`config.mk`:
```
export PLATFORM = sky130hd
export DESIGN_NAME = at_response_recognizer
export DESIGN_NICKNAME = d
export VERILOG_FILES = /design/src/rtl/atrr_pkg.sv /design/src/rtl/atrr_match.sv /design/src/rtl/at_response_recognizer.sv
export SDC_FILE = /design/constraint.sdc
export NUM_CORES = 1
export LEC_CHECK = 0
export ABC_CLOCK_PERIOD_IN_PS = 5100
export BUFFER_PORTS_ARGS = -buffer_cell sky130_fd_sc_hd__clkbuf_2
export CAP_MARGIN = 20
export CORE_ASPECT_RATIO = 1.25
export CORE_MARGIN = 1
export CORE_UTILIZATION = 48
export CTS_CLUSTER_DIAMETER = 120
export DETAILED_ROUTE_END_ITERATION = 10
export PLACE_DENSITY = 0.75
export SYNTH_ARGS = -nofsm -noshare
export SYNTH_HDL_FRONTEND = slang
export SYNTH_HIERARCHICAL = 1
export SYNTH_SLANG_ARGS = --single-unit
```
`constraint.sdc`:
```
create_clock -name clk -period 5.1 [get_ports clk]
set_input_delay 1.275 -clock clk [delete_from_list [all_inputs] [get_ports clk]]
set_output_delay 1.275 -clock clk [all_outputs]
set_load 0.03 [all_outputs]
```
`src/rtl/atrr_pkg.sv`:
```
// Shared types and constants for the AT response recognizer.
// No dependencies; imported by atrr_match and at_response_recognizer.
package atrr_pkg;

  localparam int HIST_DEPTH = 12;
  localparam int LEN_W      = 4;

  localparam logic [LEN_W-1:0] LEN_MAX = LEN_W'(HIST_DEPTH);

  localparam logic [7:0] CHAR_A  = 8'h41;
  localparam logic [7:0] CHAR_T  = 8'h54;
  localparam logic [7:0] CHAR_CR = 8'h0D;
  localparam logic [7:0] CHAR_LF = 8'h0A;
  localparam logic [7:0] CHAR_SP = 8'h20;
  localparam logic [7:0] CHAR_HT = 8'h09;

  // Oldest byte in the MSBs, newest in the LSBs.
  localparam logic [15:0] PAT_CRLF  = {CHAR_CR, CHAR_LF};
  localparam logic [31:0] PAT_OK    = {"OK", CHAR_CR, CHAR_LF};
  localparam logic [55:0] PAT_ERROR = {"ERROR", CHAR_CR, CHAR_LF};
  localparam logic [95:0] PAT_NOCAR = {"NO CARRIER", CHAR_CR, CHAR_LF};
  localparam logic [71:0] PAT_CME   = "CME ERROR";

  typedef enum logic [2:0] {
    ST_PENDING    = 3'd0,
    ST_OK         = 3'd1,
    ST_ERROR      = 3'd2,
    ST_NO_CARRIER = 3'd3,
    ST_CME        = 3'd4
  } status_t;

  typedef enum logic {
    REQ_BYTE = 1'b0,
    REQ_CMD  = 1'b1
  } req_t;

  // Byte history, index 0 is the newest byte.
  typedef logic [HIST_DEPTH-1:0][7:0] hist_t;

  typedef struct packed {
    logic crlf;
    logic ok;
    logic error;
    logic nocar;
    logic cme;
  } match_t;

endpackage

```
`src/rtl/atrr_match.sv`:
```
// Tail pattern compare against the byte history of the current line.
// Depends on atrr_pkg.
module atrr_match (
  input  atrr_pkg::hist_t             hist,
  input  logic [atrr_pkg::LEN_W-1:0]  len,
  output atrr_pkg::match_t            hit
);
  import atrr_pkg::*;

  // A pattern only counts once the line holds at least that many bytes.
  always_comb begin
    hit.crlf  = (len >= LEN_W'(2))  && (hist[1:0]  == PAT_CRLF);
    hit.ok    = (len >= LEN_W'(4))  && (hist[3:0]  == PAT_OK);
    hit.error = (len >= LEN_W'(7))  && (hist[6:0]  == PAT_ERROR);
    hit.nocar = (len >= LEN_W'(12)) && (hist[11:0] == PAT_NOCAR);
    hit.cme   = (len >= LEN_W'(9))  && (hist[8:0]  == PAT_CME);
  end

endmodule

```
`src/rtl/at_response_recognizer.sv`:
```
// AT response recognizer: line tracking, echo detection and final result decode.
// Each input transfer passes through the input register, then the result register.
// Throughput: one item per cycle while out_stall does not hold the pipeline; each item yields exactly one result.
// Reset (rst_n low, synchronous): idle, status OK, empty line, both stages empty.
// Depends on atrr_pkg and atrr_match.
module at_response_recognizer (
  input  logic       clk,
  input  logic       rst_n,
  input  logic       in_valid,
  output logic       in_stall,
  input  logic       in_req_type,
  input  logic [7:0] in_rx_byte,
  output logic       out_valid,
  input  logic       out_stall,
  output logic [2:0] out_ready_status,
  output logic       out_in_response,
  output logic       out_response_done,
  output logic       out_urc_line
);
  import atrr_pkg::*;

  // Input stage
  logic       s1_valid_r;
  logic       s1_req_r;
  logic [7:0] s1_byte_r;

  // Line / response state
  logic             mode_r, mode_nxt;
  status_t          status_r, status_nxt;
  hist_t            hist_r, hist_nxt;
  logic [LEN_W-1:0] len_r, len_nxt, len_inc;
  logic             first_a_r, first_a_nxt;
  logic             at_r, at_nxt;
  logic             text_r, text_nxt;
  logic             cme_r, cme_nxt;

  // Result stage
  logic       out_valid_r;
  logic [2:0] out_status_r;
  logic       out_resp_r;
  logic       out_done_r, done_nxt;
  logic       out_urc_r, urc_nxt;

  logic       s2_ready;
  logic       fire2;
  logic       is_space;
  logic       clear_line;
  match_t     hit;

  assign s2_ready = !out_valid_r || !out_stall;
  assign fire2    = s1_valid_r && s2_ready;
  assign in_stall = s1_valid_r && !s2_ready;

  always_ff @(posedge clk) begin
    if (!rst_n) begin
      s1_valid_r <= 1'b0;
    end else if (!in_stall) begin
      s1_valid_r <= in_valid;
    end
  end

  always_ff @(posedge clk) begin
    if (in_valid && !in_stall) begin
      s1_req_r  <= in_req_type;
      s1_byte_r <= in_rx_byte;
    end
  end

  assign hist_nxt = {hist_r[HIST_DEPTH-2:0], s1_byte_r};
  assign len_inc  = (len_r < LEN_MAX) ? len_r + LEN_W'(1) : len_r;
  assign is_space = (s1_byte_r == CHAR_SP) ||
                    ((s1_byte_r >= CHAR_HT) && (s1_byte_r <= CHAR_CR));

  atrr_match u_match (
    .hist (hist_nxt),
    .len  (len_inc),
    .hit  (hit)
  );

  always_comb begin
    mode_nxt    = mode_r;
    status_nxt  = status_r;
    len_nxt     = len_r;
    first_a_nxt = first_a_r;
    at_nxt      = at_r;
    text_nxt    = text_r;
    cme_nxt     = cme_r;
    done_nxt    = 1'b0;
    urc_nxt     = 1'b0;
    clear_line  = 1'b0;
    if (s1_req_r == REQ_CMD) begin
      mode_nxt   = 1'b0;
      status_nxt = ST_PENDING;
    end else begin
      len_nxt = len_inc;
      if (len_r == LEN_W'(0)) begin
        first_a_nxt = (s1_byte_r == CHAR_A);
      end else if (len_r == LEN_W'(1)) begin
        at_nxt = first_a_r && (s1_byte_r == CHAR_T);
      end
      if (!is_space) begin
        text_nxt = 1'b1;
      end
      if (hit.cme) begin
        cme_nxt = 1'b1;
      end
      if (!mode_r) begin
        if (hit.crlf) begin
          // echo of our own command opens the response; other text is unsolicited
          if (at_nxt) begin
            mode_nxt = 1'b1;
          end else if (text_nxt) begin
            urc_nxt = 1'b1;
          end
          clear_line = 1'b1;
        end
      end else if (s1_byte_r == CHAR_LF) begin
        priority if (hit.ok) begin
          status_nxt = ST_OK;
        end else if (hit.error) begin
          status_nxt = ST_ERROR;
        end else if (hit.nocar) begin
          status_nxt = ST_NO_CARRIER;
        end else if (cme_nxt) begin
          status_nxt = ST_CME;
        end
        // a stale nonzero status also ends the response
        if (status_nxt != ST_PENDING) begin
          mode_nxt   = 1'b0;
          done_nxt   = 1'b1;
          clear_line = 1'b1;
        end
      end
      if (clear_line) begin
        len_nxt     = '0;
        first_a_nxt = 1'b0;
        at_nxt      = 1'b0;
        text_nxt    = 1'b0;
        cme_nxt     = 1'b0;
      end
    end
  end

  always_ff @(posedge clk) begin
    if (!rst_n) begin
      mode_r    <= 1'b0;
      status_r  <= ST_OK;
      hist_r    <= '0;
      len_r     <= '0;
      first_a_r <= 1'b0;
      at_r      <= 1'b0;
      text_r    <= 1'b0;
      cme_r     <= 1'b0;
    end else if (fire2) begin
      mode_r    <= mode_nxt;
      status_r  <= status_nxt;
      if (s1_req_r == REQ_BYTE) begin
        hist_r <= hist_nxt;
      end
      len_r     <= len_nxt;
      first_a_r <= first_a_nxt;
      at_r      <= at_nxt;
      text_r    <= text_nxt;
      cme_r     <= cme_nxt;
    end
  end

  always_ff @(posedge clk) begin
    if (!rst_n) begin
      out_valid_r <= 1'b0;
    end else if (s2_ready) begin
      out_valid_r <= s1_valid_r;
    end
  end

  always_ff @(posedge clk) begin
    if (fire2) begin
      out_status_r <= status_nxt;
      out_resp_r   <= mode_nxt;
      out_done_r   <= done_nxt;
      out_urc_r    <= urc_nxt;
    end
  end

  assign out_valid         = out_valid_r;
  assign out_ready_status  = out_status_r;
  assign out_in_response   = out_resp_r;
  assign out_response_done = out_done_r;
  assign out_urc_line      = out_urc_r;

`ifndef SYNTHESIS
  a_done_closes: assert property (@(posedge clk) disable iff (!rst_n)
    out_valid_r && out_done_r |-> !out_resp_r && (out_status_r != ST_PENDING))
    else $error("response_done with response still open or status pending");

  a_done_urc_excl: assert property (@(posedge clk) disable iff (!rst_n)
    out_valid_r |-> !(out_done_r && out_urc_r))
    else $error("response_done and urc_line on the same result");

  a_len_bound: assert property (@(posedge clk) disable iff (!rst_n)
    len_r <= LEN_MAX)
    else $error("line length beyond history depth");

  a_cmd_pending: assert property (@(posedge clk) disable iff (!rst_n)
    fire2 && (s1_req_r == REQ_CMD) |=> (status_r == ST_PENDING) && !mode_r)
    else $error("command transfer did not clear status and mode");

  a_stall_held: assert property (@(posedge clk) disable iff (!rst_n)
    in_stall |-> s1_valid_r && out_valid_r)
    else $error("input stalled with an empty pipeline stage");
`endif

endmodule

```
==> summary.md <==
| Metric | Value |
|---|---|
| DRT iter0 DRCs | `295` |
| Final wirelength | `10960 um` |
| I/O pin cnt | `21` |
| First-pass GRT wire length | `18140 um` |
| Maximum clock insertion buffer count | `2` |
| Net count after synthesis | `between 500 and 600` |
| RSZ-0062 raised after global routing | `no` |
| Worst-skew pair later-pin latency | `420 ps` |
| Tot Pwr | `0.002184 W` |
| Die span in x | `91.50 um` |
| P per Cell Area | `391.4 mW/mm^2` |
| Global route hottest layer | `met2` |
| # hold bufs at CTS | `0` |
| Crit. End Element | `output pin` |
| Cell taking the most area after synthesis | `dfxtp_1` |
| Core box area | `0.009659 mm^2` |
| Max cap viols | `0` |
| CP max-delay cell | `clkbuf_2` |
| Slew margin rel. | `42.99%` |
| Reg area | `approximately 0.0025 mm^2` |
| Startpoint Class | `input port` |
| Largest net degree at the start of global routing | `66` |
| Area occupied by multi-input gates | `between 0.002 and 0.0025 mm^2` |
| Post-synth top area share | `42.49%` |
| GRT overflow | `0` |
| Sequential share of the synthesized area | `between 50% and 60%` |
| Lkg Pwr | `1.871 nW` |
| Detailed-route via count | `4166` |
| Final Skew | `6.728 ps` |
| CP delay by family, top | `buffers and inverters` |
| Critical Setup Path Class | `in -> out` |
| Netlist cell types | `between 50 and 60` |
| GRT met3 Usage | `6.867%` |
| CTS tree | `yes` |
| Rows | `40` |
| Final Slew Violations | `0` |
| Vias per cell | `5.715` |
| Synth top area cells | `dfxtp_1, nand2_1, a21oi_1, edfxtp_1, clkbuf_1` |
| Drt drc | `0` |
| GRT met2 Usage | `37.59%` |
| Hold Path Class | `reg -> reg` |
| Synth Warn # | `6` |
| Top post-synthesis cells by count | `nand2_1, dfxtp_1, a21oi_1, clkbuf_1, nor2_1` |
| Met1 Use GR | `roughly a quarter` |
| Count leader, synth | `nand2_1` |
| Worst Path Required | `3830 ps` |
| Worst slew pin tran | `approximately 850 ps` |
| Die height | `~110 um` |
| Max VDD drop | `179.1 uV` |
| Initial cell density of the core | `approximately 50%` |
| Syn Area/Cell | `between 8 and 9 um^2` |
| IO buf count | `20` |
| Post-CTS setup buffer count | `0` |
| Antenna violations before repair | `0` |
| Vias in the first global route | `slightly below 4000` |
| Nets | `about 600` |
| Ant. Diodes | `0` |
| Synth Instances | `577` |
| Number of buffers and inverters on the critical path | `2` |
| GR Util All Layers | `22.34%` |
| Routability cong. | `between 0.8 and 0.9` |
| Per-cell routed wire length | `15.03 um` |
| Setup TNS Final | `0 ps` |
| Hold Vio Cnt, Final | `0` |
| Outcome | `finished, final reports clean` |
| Die Area | `between 0.01 and 0.015 mm^2` |
| Layout cells sized above 1 | `11.11%` |
| Crit path top cell by count | `clkbuf_2` |
| Crit share post-route | `60.14%` |
| Final HPWL DP | `~7200 um` |
| CTS root buf | `clkbuf_16` |
| Post-route ant nets | `0` |
| Post-synthesis instance area | `0.004806 mm^2` |
| Post-CTS sizing | `0` |
| Async set-or-reset flop fraction in the synthesized netlist | `0%` |
| Initial DRT Pass Iterations | `5` |
| Final Setup Violations | `0` |
| Main flop type after synthesis | `dfxtp_1` |
| CTS clk-pin slew, worst paths | `50 ps` |
| Synthesis-to-finish area growth | `16.12%` |
| Worst path cell trace | `clkbuf_2 > and3_1 > clkbuf_2` |
| Slowest stage delay, CP | `220 ps` |
| Fmax | `326.0 MHz` |
| Post-layout min period | `between 3000 and 4000 ps` |
| Post-synth EDFFs | `15` |
| Clock sinks | `117` |
| Fillers | `830` |
| CTS Buf Count | `17` |
| Crit path arrival time | `roughly 1800 ps` |
| Post-synthesis sequential element count | `117` |
| CP max FO | `3` |
| H-tree levels | `4` |
[layout by cell type, fill, tap and decap left out, drive strengths merged, types with 3 or more instances in the layout]
cell / count
nor4bb: 4
ha: 3
nand4: 9
nand4b: 5
nor4: 12
nand3: 6
clkbuf: 42
or4b: 4
nor2: 17
buf: 6
and4b: 4
nor3: 6
clkinv: 7
nand2: 193
edfxtp: 15
nor2b: 4
a21oi: 95
inv: 9
nor4b: 7
o21ai: 6
a211oi: 3
a32o: 3
dfxtp: 102
o22ai: 3
[final timing paths]
check / startpoint / to / slack [ps] / cells after the start
worst max-delay path: out_stall / in_stall / 2030 / 3
worst min-delay path: hist_nxt[90] / hist_nxt[90] / 450 / 2
worst max register to register: s1_byte_r[2] / out_in_response / 2080 / 8
worst min register to register: hist_nxt[90] / hist_nxt[90] / 450 / 2
[flip-flops by register name, indices dropped and copies added, names as in the netlist]
signal and cells:
s1_byte_r 8, out_response_done 1, s1_req_r 1, mode_r 1, first_a_r 1, out_urc_line 1, status_r 3, out_ready_status 3
hist_nxt 88, at_r 1, len_r 4, cme_r 1, out_in_response 1, s1_valid_r 1, out_valid 1, text_r 1
[per-layer routing]
metal / vias to the layer above / share of wire [%]
met1: 1993 / 42
met3: 20 / 4.6
met5: - / 0
met2: 111 / 51
li1: 2042 / -
met4: 0 / 2.3
[report_power, final]
part	switching [W]	internal, W
sequential	0.0000117	0.000946
clock	0.000400	0.000753
combinational	0.0000533	0.0000195
total	0.000465	0.00172
[logic make-up (layout without fill, tap and decap cells)]
group / after synthesis / after routing / share of synthesized area, %
AO/OA/AOI/OAI: 123 / 123 / 14.37
XOR/XNOR: 1 / 1 / 0.1823
adder cells (fa/ha/maj): 3 / 3 / 0.7811
buffers and inverters: 40 / 66 / 3.280
flip-flops: 117 / 117 / 51.86
multiplexers: 2 / 2 / 0.4166
AND/OR/NAND/NOR: 291 / 291 / 29.11
[metrics by stage]
step	cells	cell area [um^2]	util, %	setup slack, ps	hold WS (ps)
after floorplan	577	4806	-	2199	431.6
after global placement	696	4984	51.59	2014	439.0
after detailed placement	696	4984	51.59	1957	446.5
after CTS	728	5560	57.56	2033	453.6
after global routing	729	5580	57.77	1797	484.7
final	729	5580	57.77	2033	450.8
[final cells by class]
| cell class | instances | area share [%] |
|---|---|---|
| Timing Repair Buffer | 26 | 2.825 |
| Inverter | 8 | 0.5381 |
| Tap cell | 126 | 2.825 |
| Clock inverter | 10 | 1.816 |
| Clock buffer | 22 | 8.520 |
| Sequential cell | 117 | 44.66 |
| Multi-Input combinational cell | 420 | 38.81 |
[worst reg2reg max path: cells and delay by family (launching register included)]
kind / cells / cell delay [ps]
AND/OR/NAND/NOR: 6 / 1960
flip-flops: 1 / 480
AO/OA/AOI/OAI: 2 / 330
Power figures use the tool's default switching activity.
